File: config.mk
export PLATFORM = sky130hd
export DESIGN_NAME = rpa_ram
export DESIGN_NICKNAME = d
export VERILOG_FILES = /design/src/design/rpa_ram.sv
export SDC_FILE = /design/constraint.sdc
export NUM_CORES = 2
export LEC_CHECK = 0
export ABC_CLOCK_PERIOD_IN_PS = 2400
export BUFFER_PORTS_ARGS = -buffer_cell sky130_fd_sc_hd__buf_4
export CAP_MARGIN = 30
export CELL_PAD_IN_SITES_DETAIL_PLACEMENT = 2
export CELL_PAD_IN_SITES_GLOBAL_PLACEMENT = 2
export CORE_AREA = 2 2 518 520
export CTS_BUF_LIST = sky130_fd_sc_hd__clkbuf_16
export CTS_CLUSTER_DIAMETER = 30
export DETAILED_ROUTE_END_ITERATION = 8
export DIE_AREA = 0 0 520 522
export GPL_TIMING_DRIVEN = 0
export PLACE_DENSITY_LB_ADDON = 0.08
export SETUP_SLACK_MARGIN = 0.5
export SYNTH_ARGS = -nofsm -noshare
export SYNTH_HDL_FRONTEND = slang
export SYNTH_SLANG_ARGS = --single-unit
File: constraint.sdc
create_clock -name clk -period 2.4 [get_ports clk]
set_input_delay 0.48 -clock clk [delete_from_list [all_inputs] [get_ports clk]]
set_output_delay 0.48 -clock clk [all_outputs]
set_load 0.1 [all_outputs]
File: src/design/rpa_ram.sv
module rpa_ram #(
	parameter int WIDTH = 8,
	parameter int DEPTH = 256
) (
	input  logic                     clk,
	input  logic                     we,
	input  logic [$clog2(DEPTH)-1:0] waddr,
	input  logic [WIDTH-1:0]         wdata,
	input  logic [$clog2(DEPTH)-1:0] raddr,
	output logic [WIDTH-1:0]         rdata
);

	logic [WIDTH-1:0] mem [DEPTH];

	always_ff @(posedge clk) begin
		if (we) begin
			mem[waddr] <= wdata;
		end
		rdata <= mem[raddr];
	end

endmodule
==> Word level (Yosys, flattened, before mapping) <==
Memory sizes are Yosys's and may differ from the RTL's. A register that Yosys moved wholly into a read port is not among the register bits.
Cells that the tools add are included.
{ "totals": {"mem_bits_rw": 2048, "output_inout_bits": 8, "in_bits": 26, "reg_bits": 0, "n_memories": 1} }
{ "mem_list": {"columns": ["name", "words", "width", "rd", "rd_ports_with_merged_regs", "write_ports", "line", "text"], "rows": [
  ["mem", 256, 8, 1, 1, 1, "13", "logic [WIDTH-1:0] mem [DEPTH];"]
]} }
{ "op_classes": {"mux": 2} }
{ "op_table": {"columns": ["op", "n"], "rows": [
  ["$mux W1", 2]
]} }

==> Logic depth before layout (Yosys ltp) <==
{ "logic_depth": {"depth_word": 2, "mapped_depth": 11} }

==> Worst setup path before layout <==
Ideal clock, no wire load.
{ "synth_path": {"kind": "input to register", "from": "input raddr[0]", "to": "register rdata[2], read port of mem", "setup_time_ns": 0.131, "cell_stages": 9, "required_ns": 2.269, "path_slack_ns": -0.018, "path_buffers": 4, "arrival_time_ns": 2.287, "cell_sequence": "buf_6 buf_12 buf_8 buf_2 mux4_2 a22oi_1 a21oi_1 nor4_1 nor4_2"} }
{ "synth_rtl": {"columns": ["element", "line", "text"], "rows": [
  ["start, declared", "9", "input logic [$clog2(DEPTH)-1:0] raddr,"],
  ["end, declared", "10", "output logic [WIDTH-1:0] rdata"]
]} }

==> impl_metrics.toml <==
[sta]
slew_headroom_pct = 34.66
final-setup-viol-count = 7
period_share_pct = 109.4
setup_slack_ns = -0.2248
worst_slew_pin_slew_ns = 0.9800
rsz0062_at_grt = "yes"
finClkSkew_ns = 0.05152
final_max_slew_viol_count = 0
clock.fmax_mhz = 381.0
worst_hold_slack_ns = 0.1842
fin_crit_ns = 2.625
timing_hold_violations_final = 0

[worst_setup_path]
cp.required_ns = 3.26
critical_path.startpoint_type = "input pin"
rrSetupSlack_ns = -0.21
crit_type = "in2reg"
crit-reg2reg-launch = "mem[83][3]"
reg2reg_depth = 8
startpoint = "raddr[1]"
regToRegEndpoint = "rdata[3]"
path_max_fanout = 10
crit_arrival_ns = 3.49
crit_path_end_kind = "register"

[placement]
place.gp.congestion = 0.8164
pre_cts_slack_ns = -2.877
io_buffers = 26
post-dp-hpwl_um = 212400

[power_and_ir_drop]
sw_frac_of_total_pct = 23.16
totalPowerFinal_w = 0.1163
power_frac_clock_pct = 60.6
p_leak_nw = 35.26
comb_power_share_pct = 5.1
ir_drop_v = 0.0006903
seq_power_share_pct = 34.2
p_int_w = 0.08934
power.density_mw_per_mm2 = 1069
power_switching_w = 0.02693

[finish]
drive_above_1_share_pct = 42.54
final_nets = 4501
multiInputGateArea_mm2 = 0.01955
fillers = 24430
seqCellArea_mm2 = 0.06167
final_util_pct = 40.82
area_growth_pct = 36.73

[floorplanning]
io-pin-count = 34
die-area_mm2 = 0.2714
die_y_um = 522
core_mm2 = 0.2665
start_util_pct = 29.85
rows = 190
die_w_um = 520

[synthesis]
avgSynthCellArea_um2 = 21.31
postSynthCellCount = 3733
ys_warn_count = 0
synth.largest_area_cell = "edfxtp_1"
yosysUniqueCellTypes = 55
synth_ff_type = "edfxtp_1"
syn_nets = 3759
ys_seq_area_share_pct = 77.50
synth_edf_count = 2048
synth_top_area_share_pct = 77.30
postSynth.asyncResetShare_pct = 0
netlist_top_cells_area = "edfxtp_1 (77%), mux4_2 (13%), mux2i_1 (1.7%), nor2_1 (1.3%), a22oi_1 (1.3%)"
netlist_area_mm2 = 0.07956
ys_ff_latch = 2056

[global_routing]
grt_max_degree = 129
grt_usage_pct = 23.31
grt_pass1_wl_um = 427700
grt_pass1_vias = 47460
gr-total-overflow = 0
antenna_found_initial = 18

[routing]
dr.first_iter.drc_count = 4064
vias = 43730
drc = 0
ant_nets = 0
post_drt_via_cell_ratio = 5.164
wl_per_cell_um = 37.66
drtPass1Iterations = 5
drt_wl_total_um = 318900

[run_status]
violations = "negative setup slack"
run_status = "finished, violations left"

[cts]
cts_buffer_depth = 4
cts_tree = "yes"
worstSkewPairLatency_ns = 1.02
numCtsBuffers = 538
cts.htree.levels = 6
clkSinkCount = 2056
clkTransAtPathRegs_ns = 0.05
root_buffer = "clkbuf_16"

[hold_path]
hp-class = "in2reg"
whs_endpoint = "mem[52][3]"
whs_path_depth = 3
min-delay-start = "waddr[4]"

[flow_run]
drv_cap = 0
cell type report:
| cell class | count | share of cell area (%) |
|---|---|---|
| inverter | 2 | 0.008052 |
| clock inverter | 430 | 3.999 |
| tap | 3552 | 4.086 |
| clock buffer | 541 | 12.45 |
| sequential | 2056 | 56.69 |
| buffer | 233 | 2.463 |
| antenna | 10 | 0.02300 |
| multi-input combinational | 1442 | 17.97 |
| timing repair buffer | 202 | 2.314 |
worst max-delay path: stages:
cell       delay, ns
clkbuf_4        0.24
buf_4           0.27
buf_12          0.28
clkbuf_16       0.31
mux4_2          0.39
a221oi_4        0.43
o221ai_1        0.26
a211oi_4        0.44
nor4_4          0.08
buf_4           0.18
placed cells by master (no fill, tap or decap), types with 27 or more instances in the layout:
master / count
a21oi_1: 61
a22oi_1: 106
a22oi_2: 27
buf_12: 46
buf_16: 40
buf_4: 121
buf_6: 43
buf_8: 52
bufinv_16: 63
clkbuf_16: 545
clkbuf_2: 32
clkinv_1: 131
clkinv_2: 83
edfxtp_1: 2048
inv_1: 73
mux2i_1: 125
mux4_2: 455
nor2_1: 53
nor2_2: 42
nor2_4: 187
o22ai_1: 27
sequential cells by signal, summed over array words and instances (netlist names):
| signal | cells |
|---|---|
| mem | 2048 |
| rdata | 8 |
how the worst max path moves through the flow:
stage	slack, ns	end	depth (start not counted)
floorplan	0.10	rdata[0]	9
global placement	-4.43	rdata[4]	10
CTS	-0.16	rdata[5]	7
global route	-0.21	rdata[3]	8
finish	-0.22	rdata[3]	10
detailed placement	-2.88	rdata[5]	10
per-stage QoR:
step           setup TNS (ns)  cell area (um^2)  cells
4_1_cts               -0.5070            107800   8420
2_1_floorplan               0             80690   3733
5_1_grt               -0.5249            108800   8461
6_report              -0.7638            108800   8468
3_3_place_gp         -4817.67             85330   7311
3_5_place_dp         -1692.89             86960   7418
per-layer routing:
layer  wire, um  global-route usage [%]  part of all wire (%)  up-vias
met2     153700                   38.13                    48     1367
met5         30                       0                0.0094        -
met3      15000                   3.538                   4.7      488
met4       9843                   7.417                   3.1        2
met1     140300                   31.92                    44    24310
li1           -                       -                     -    17560
Yosys cell counts (2+ instances only):
cell and number:
a21oi_1 96, o211ai_1 10, o221ai_1 46, buf_12 8, a22oi_1 133, o21ai_1 2, buf_2 31, mux2i_1 134
nor3_1 22, a221oi_1 13, o21ai_0 10, and2_1 6, a211oi_1 16, o22a_1 5, o32ai_1 4, dfxtp_1 8
nand2_1 33, buf_4 27, a31oi_1 2, edfxtp_1 2048, clkbuf_1 111, a2111oi_0 2, buf_1 22, and3b_1 2
or2_2 4, nor2b_1 31, a311oi_1 2, nand3b_1 2, mux4_2 454, a22o_1 8, o22ai_1 28, nand4_1 10
a2111oi_1 2, buf_6 21, nand2b_1 8, nor2_1 282, nand3_1 34, mux4_1 2, nor4_2 3, buf_8 13
nor4_1 24
cells by family (layout without fill, tap and decap cells):
| family | count (synthesis) | count (layout) | share of synthesized area [%] |
|---|---|---|---|
| flip-flops | 2056 | 2056 | 77.50 |
| AND/OR/NAND/NOR | 466 | 466 | 2.628 |
| multiplexers | 591 | 591 | 14.62 |
| AO/OA/AOI/OAI | 385 | 385 | 3.419 |
| buffers and inverters | 235 | 1408 | 1.831 |
| other | 0 | 10 | 0 |
repair_timing:
item                       in CTS  in global routing
gates cloned                    0                  1
hold buffers                    8                  0
pin swaps                      35                 23
hold endpoints to repair      300                  0
setup endpoints to repair    1767               1070
resized for setup             625                177
setup buffers                  23                 34
power by group through the flow:
stage / registers (W) / clock network (W) / logic (W)
final: 0.0398 / 0.0705 / 0.00596
after global routing: 0.0398 / 0.0733 / 0.00612
after CTS: 0.0398 / 0.0715 / 0.00587
after detailed placement: 0.0404 / 0 / 0.00528
after global placement: 0.0405 / 0 / 0.00496
after floorplan: 0.0406 / 0 / 0.00203
Note: power is estimated with default switching activity, not from simulation.
